$ cat src/hw/rtl/fk3_pkg.sv
// ----------------------------------------------------------------------------
// fk3_pkg: shared types, constants and helpers
// Widths, CORDIC arctangent table and saturation for the 3-axis arm kinematics.
// ----------------------------------------------------------------------------
package fk3_pkg;

    localparam int CORDIC_STAGES = 16;
    localparam int ANG_W         = 17;
    localparam int POS_W         = 19;
    localparam int CFG_W         = 12;
    localparam int CFG_IDX_W     = 8;
    localparam int CW            = 34;   // CORDIC datapath width
    localparam int STG_W         = 5;    // stage index width (up to 32 stages)
    localparam int TURN          = 36000;

    // floor(2^48 / 36000)
    localparam logic [32:0] BAM_RECIP = 33'd7818749353;
    // 0.6072529350 in Q30
    localparam logic signed [CW-1:0] CORDIC_GAIN = 34'sd652032874;

    localparam logic signed [POS_W-1:0] POS_MAX = 19'sd262143;
    localparam logic signed [POS_W-1:0] POS_MIN = -19'sd262144;

    typedef enum logic [CFG_IDX_W-1:0] {
        REG_BASE_OFFSET  = 8'd0,
        REG_UPPER_ARM    = 8'd1,
        REG_ELBOW_OFFSET = 8'd2,
        REG_FOREARM      = 8'd3
    } t_cfg_idx;

    typedef logic signed [CW-1:0] t_cw;

    // atan(2^-i) in binary-angle units (full turn = 2^32)
    localparam logic [31:0] ATAN_BAM [0:31] = '{
        32'h20000000, 32'h12E4051E, 32'h09FB385B, 32'h051111D4,
        32'h028B0D43, 32'h0145D7E1, 32'h00A2F61E, 32'h00517C55,
        32'h0028BE53, 32'h00145F2F, 32'h000A2F98, 32'h000517CC,
        32'h00028BE6, 32'h000145F3, 32'h0000A2FA, 32'h0000517D,
        32'h000028BE, 32'h0000145F, 32'h00000A30, 32'h00000518,
        32'h0000028C, 32'h00000146, 32'h000000A3, 32'h00000051,
        32'h00000029, 32'h00000014, 32'h0000000A, 32'h00000005,
        32'h00000003, 32'h00000001, 32'h00000001, 32'h00000000
    };

    // clamp a wide signed value to the position range
    function automatic logic signed [POS_W-1:0] sat_pos(input logic signed [47:0] v);
        logic signed [POS_W-1:0] r;
        if (v > 48'(POS_MAX))
            r = POS_MAX;
        else if (v < 48'(POS_MIN))
            r = POS_MIN;
        else
            r = v[POS_W-1:0];
        return r;
    endfunction

endpackage

$ cat src/hw/rtl/fk3_bam.sv
// ----------------------------------------------------------------------------
// fk3_bam: angle to CORDIC start angle
// Reduces hundredths of a degree modulo one turn, scales to a 32-bit binary
// angle with rounding and folds quadrants 1 and 2 onto the right half plane.
// Three pipeline stages.
// ----------------------------------------------------------------------------
module fk3_bam (
    input  logic                      i_clk,
    input  logic                      i_en,
    input  logic signed [17:0]        i_angle,
    output fk3_pkg::t_cw              o_z,
    output logic                      o_flip
);

    logic [15:0]  r_m,  n_m;
    logic [31:0]  r_q0, n_q0;
    logic [18:0]  w_off;
    logic [48:0]  w_prod;
    logic [17:0]  w_rem;
    logic [31:0]  w_t;
    logic [31:0]  w_tf;
    fk3_pkg::t_cw r_z;
    logic         r_flip;

    // stage 0: modulo one turn (offset by four turns, pick largest multiple)
    always_comb begin
        w_off = 19'($signed({i_angle[17], i_angle}) + 19'sd144000);
        n_m   = w_off[15:0];
        for (int k = 1; k < 8; k++) begin
            if (w_off >= 19'(k * fk3_pkg::TURN))
                n_m = 16'(w_off - 19'(k * fk3_pkg::TURN));
        end
    end

    // stage 1: reciprocal multiply, estimate is low by at most two
    assign w_prod = {33'd0, r_m} * {16'd0, fk3_pkg::BAM_RECIP};
    assign n_q0   = w_prod[47:16];

    // stage 2: remainder from low bits only, then quadrant fold
    always_comb begin
        w_rem = 18'(18'd18000 - 18'(r_q0[17:0] * 18'd36000));
        if (w_rem >= 18'd72000)
            w_t = r_q0 + 32'd2;
        else if (w_rem >= 18'd36000)
            w_t = r_q0 + 32'd1;
        else
            w_t = r_q0;
        w_tf = (w_t[31] ^ w_t[30]) ? (w_t + 32'h8000_0000) : w_t;
    end

    always_ff @(posedge i_clk) begin
        if (i_en) begin
            r_m    <= n_m;
            r_q0   <= n_q0;
            r_z    <= fk3_pkg::CW'($signed(w_tf));
            r_flip <= w_t[31] ^ w_t[30];
        end
    end

    assign o_z    = r_z;
    assign o_flip = r_flip;

endmodule

$ cat config.mk
export PLATFORM = sky130hd
export DESIGN_NAME = fk3_bam
export DESIGN_NICKNAME = d
export VERILOG_FILES = /design/src/hw/rtl/fk3_pkg.sv /design/src/hw/rtl/fk3_bam.sv
export SDC_FILE = /design/constraint.sdc
export NUM_CORES = 1
export LEC_CHECK = 0
export ABC_AREA = 1
export BUFFER_PORTS_ARGS = -buffer_cell sky130_fd_sc_hd__clkbuf_2
export CAP_MARGIN = 25
export CORE_AREA = 3 3 172 174
export DETAILED_ROUTE_END_ITERATION = 10
export DIE_AREA = 0 0 175 177
export PLACE_DENSITY = 0.71
export SETUP_SLACK_MARGIN = 0.15
export SKIP_CTS_REPAIR_TIMING = 1
export SLEW_MARGIN = 20
export SYNTH_ARGS = -nofsm -noshare
export SYNTH_HDL_FRONTEND = slang
export SYNTH_SLANG_ARGS = --single-unit
$ cat constraint.sdc
create_clock -name i_clk -period 13.4 [get_ports i_clk]
set_input_delay 0.67 -clock i_clk [delete_from_list [all_inputs] [get_ports i_clk]]
set_output_delay 0.67 -clock i_clk [all_outputs]
set_load 0.01 [all_outputs]
* Word level (Yosys, flattened, before mapping) *
Index checks and enable logic that the tools add are counted.

operators by class
  add/sub/neg operators = 12
  equality and inequality tests = 0
  shift-type cells = 0
  multiplexer cells = 10
  div/mod/pow operators = 0
  magnitude comparators = 9
  bitwise operators = 1
  reductions and logical operators = 0
  $mul = 2

operators with widths
  cell                                                                 count
  two-way mux 16 bit                                                   7
  two-way mux 32 bit                                                   3
  greater-or-equal comparator 19 x 18 -> 1 bit, second input constant  4
  subtractor 16 bit, second input constant                             4
  multiplier 16 x 33 -> 48 bit, second input constant                  1
  greater-or-equal comparator 19 x 17 -> 1 bit, second input constant  2
  adder 32 x 1 -> 32 bit, second input constant                        1
  adder 32 x 2 -> 32 bit, second input constant                        1
  adder 32 bit, second input constant                                  1
  adder 18 x 19 -> 19 bit, second input constant                       1
  greater-or-equal comparator 19 x 16 -> 1 bit, second input constant  1
  greater-or-equal comparator 18 x 16 -> 1 bit, second input constant  1
  greater-or-equal comparator 18 x 17 -> 1 bit, second input constant  1
  multiplier 18 x 11 -> 13 bit, second input constant                  1
  subtractor 15 x 18 -> 18 bit, first input constant                   1
  subtractor 16 x 13 -> 16 bit, second input constant                  1
  subtractor 16 x 14 -> 16 bit, second input constant                  1
  subtractor 16 x 15 -> 16 bit, second input constant                  1
  bitwise XOR 1 bit                                                    1

storage, ports and cells
  memories = 0
  RAM bits = 0
  word-level logic and storage cells = 38
  bits in registers = 81
  memory bits (read-only) = 0
  output and inout port bits = 35
  bits in latches = 0

* Logic depth before layout (Yosys ltp) *
  word-level depth = 9
  mapped depth = 27

* Worst setup path before layout *
OpenSTA, ideal clock, no wires.

  path kind = reg2reg
  start point = register r_m[5]
  end point = register r_q0[24] (data pin)
  slack = 8059 ps
  period minus slack after synthesis = 5341 ps
  cell stages (with the launch flop) = 25
  required time = 13141 ps
  data arrival time = 5082 ps
  path buffers = 0
  library setup time = 259 ps
  cells stage by stage = edfxtp_1 inv_1 ha_1 fa_1 inv_1 ha_1 fa_1 inv_1 fa_1 fa_1 inv_1 ha_1 nand2_1 nor2_1 nand4_1 nor2_1 nor2_1 o21ai_1 a21oi_1 o21ai_1 nand2_1 nand2_1 nand2_1 nand2_1 xor2_1

between the ends
  longest elaborated chain between the ends = 1

ends and longest elaborated chain
  element                       RTL line       RTL
  from (decl)                   fk3_bam.sv:15  logic [15:0] r_m, n_m;
  from (signal assigned)        fk3_bam.sv:53  r_m <= n_m;
  multiplier 16 x 33 -> 48 bit  fk3_bam.sv:36  assign w_prod = {33'd0, r_m} * {16'd0, fk3_pkg::BAM_RECIP};
  named net w_prod[40]          fk3_bam.sv:18  logic [48:0] w_prod;
  to (signal assigned)          fk3_bam.sv:54  r_q0 <= n_q0;
  to (decl)                     fk3_bam.sv:16  logic [31:0] r_q0, n_q0;

The timed path passes the listed nets, and every way through them passes these cells.
A chain may end at the register's enable or synchronous reset.

* Final worst setup path *
  start point = register r_m[9]
  end point = register r_q0[27] (data pin)

The elaborated chain is that of the path after synthesis.

==> run_results.csv <==
group,metric,value,unit
layout,n_antenna_cell,0,
floorplan,rows,61,
floorplan,core,27900,um2
synth,syn_area,15400,um2
setup_path,reg2reg_depth,22,
job,drv_cap,0,
timing,min_period,6.17,ns
detailed_routing,wl_per_cell,17.2,um
timing,min_period_over_period,0.461,
grt,grt_first_pass_wirelength,66.8,mm
timing,rsz0062_at_grt,"no",
synth,avgSynthCellArea,7.93,um2
timing,setup_viol,0,
floorplan,die_w,175,um
synth,synth-seq-cells,80,
grt,grt_use_total,0.271,
layout,layout_commonest_cell,"nand2_1",
detailed_routing,drtAntennaViolNets,0,
synth,yosys_warnings,0,
clock_network,h-tree-depth,3,
timing,drv_slew,0,
floorplan,initial_core_util,0.552,
layout,layout-drive-gt1-share,0.0679,
setup_path,critical_path_class,"register to register",
detailed_routing,wl,40.8,mm
timing,worst_clock_skew,0.0103,ns
setup_path,cp.required,13.50,ns
clock_network,cts_made_buffers,9,
layout,mostFrequentLayoutCells,"nand2_1 (409), inv_1 (355), ha_1 (244), fa_1 (142), nor2_1 (134)",
status,status,"finished clean",
placed_design,hpwl,34.5,mm
detailed_routing,drc_errors,0,
synth,ys_seq_area_frac,0.156,
grt,top_usage_layer,"met2",
grt,antenna_found_initial,0,
clock_network,cts_tree,"built",
grt,grt_use_met3,0.0279,
layout,fin_nets,2389,
synth,synth_cells,1946,
setup_path,timing.reg2reg.setup_slack,7.23,ns
layout,areaGrowthSynthToFinish,5.28,%
setup_path,crit_path_start_kind,"register",
timing,hold_viol,0,
placed_design,port_buffers,54,
grt,grt_max_degree,81,
detailed_routing,routed-via-count,12800,
clock_network,clk_path_buf_depth,2,
synth,synth_fp_nets,2352,
setup_path,critPathLaunch,"r_m[9]$_DFFE_PP_",
hold_path,hp-start,"i_angle[3]",
floorplan,die_area,31000,um2
floorplan,die_h,177,um
setup_path,worst_setup_path_end_kind,"register",
clock_network,root_buffer,"clkbuf_16",
detailed_routing,drt_iter0_drc,983,
detailed_routing,viasPerCell,5.40,
clock_network,path_clk_slew,0.07,ns
placed_design,gp_routability_congestion,1.05,
setup_path,r2r_end,"r_q0[27]$_DFFE_PP_",
grt,use_met2,0.454,
clock_network,numClockSinks,80,
timing,max_slew_margin,0.496,
hold_path,hold-path-cell-count,1,
timing,tightest_slew,0.756,ns
grt,grt-ovfl-total,0,
timing,setup_ws,7.23,ns
detailed_routing,dr.pass1.iters,7,
setup_path,path_max_fanout,9,
grt,use_met1,0.378,
hold_path,worst_hold_path_type,"input pin to register",
floorplan,io_pins,55,
timing,fin_setup_tns,0,ns
setup_path,timing.rr.start,"r_m[9]$_DFFE_PP_",
synth,yosysUniqueCellTypes,52,
hold_path,hold_end,"r_m[3]$_DFFE_PP_",
timing,fmaxAchievable,0.162,GHz
clock_network,clkLatencyLatePin,0.35,ns
grt,grt_pass1_vias,12800,
placed_design,preCtsSetupSlack,7.27,ns
timing,hold_ws,0.511,ns
setup_path,arrival,6.27,ns
cell type report:
type,instances,area [um2]
clock buffers,10,229
clock inverters,5,35.0
fillers,2599,11700
inverters,370,1390
multi-input cells,1466,11400
flip-flops and latches,80,2400
well taps,378,473
repair buffers,56,308
kinds of logic (layout without fill, tap and decap cells):
group	Yosys count	after routing	synth area share
simple gates	720	720	0.201
buf+inv	400	441	0.105
fa+ha+maj	386	386	0.382
compound gates	237	237	0.0850
xor+xnor	123	123	0.0713
flops	80	80	0.156
critical path, stage by stage, from the launching register on:
cell and delay, ns:
edfxtp_1 0.73, ha_1 0.34, inv_1 0.11, fa_1 0.49, inv_1 0.05, fa_1 0.49
inv_1 0.06, fa_1 0.53, inv_1 0.05, fa_1 0.50, fa_1 0.49, ha_1 0.37
a21oi_1 0.23, o21ai_0 0.17, nor2_1 0.13, nand2_1 0.09, a21oi_1 0.28, o21ai_0 0.22
nand3_1 0.13, nand2_1 0.09, nand3_1 0.09, nand3_1 0.10, xor2_1 0.16
cell usage after synthesis (all sizes together):
cell type	count	area, um2
nor4	10	62.6
edfxtp	80	2400
a211oi	3	22.5
a22oi	1	7.51
inv	368	1380
nand4	15	93.8
o2111ai	1	8.76
o211ai	5	37.5
o31ai	5	37.5
nand2	431	1700
xor2	100	898
and2	2	15.0
o21bai	3	26.3
nor2	140	554
nand3	78	445
or2	1	6.26
a21oi	119	611
ha	244	3050
clkinv	2	7.51
nand3b	2	15.0
o21a	3	22.5
nor3	38	190
fa	142	2840
and3	1	6.26
nor3b	2	15.0
o221ai	1	8.76
buf	28	223
o21ai	84	439
xnor2	23	201
a31oi	6	37.5
a21boi	2	15.0
o221a	2	22.5
clkbuf	2	7.51
a21o	2	15.0
worst max path at each step:
stage                                     to  slack [ns]
after CTS                 r_q0[27]$_DFFE_PP_        7.27
after floorplan           r_q0[24]$_DFFE_PP_        8.06
after detailed placement  r_q0[27]$_DFFE_PP_        7.27
after global placement    r_q0[27]$_DFFE_PP_        7.27
after global routing      r_q0[27]$_DFFE_PP_        6.86
final                     r_q0[27]$_DFFE_PP_        7.23
metal layers:
metal	routed length (um)	part of all wire
met3	1910	0.047
met1	18900	0.46
met4	1050	0.026
met5	0	0
met2	18900	0.46
per-stage QoR:
stage / utilization / instance area, um2 / std cells
floorplan: - / 15400 / 1946
global placement: 0.571 / 16000 / 2349
detailed placement: 0.571 / 16000 / 2349
CTS: 0.581 / 16200 / 2364
global route: 0.582 / 16200 / 2365
finish: 0.582 / 16200 / 2365
sequential cells by signal, summed over array words and instances (netlist names):
register,flops
r_q0,32
o_z,31
r_m,16
o_flip,1
Power is left out: the tool's default activity adds up to more than one toggle a clock period on the data nets, which glitch-free logic cannot reach.
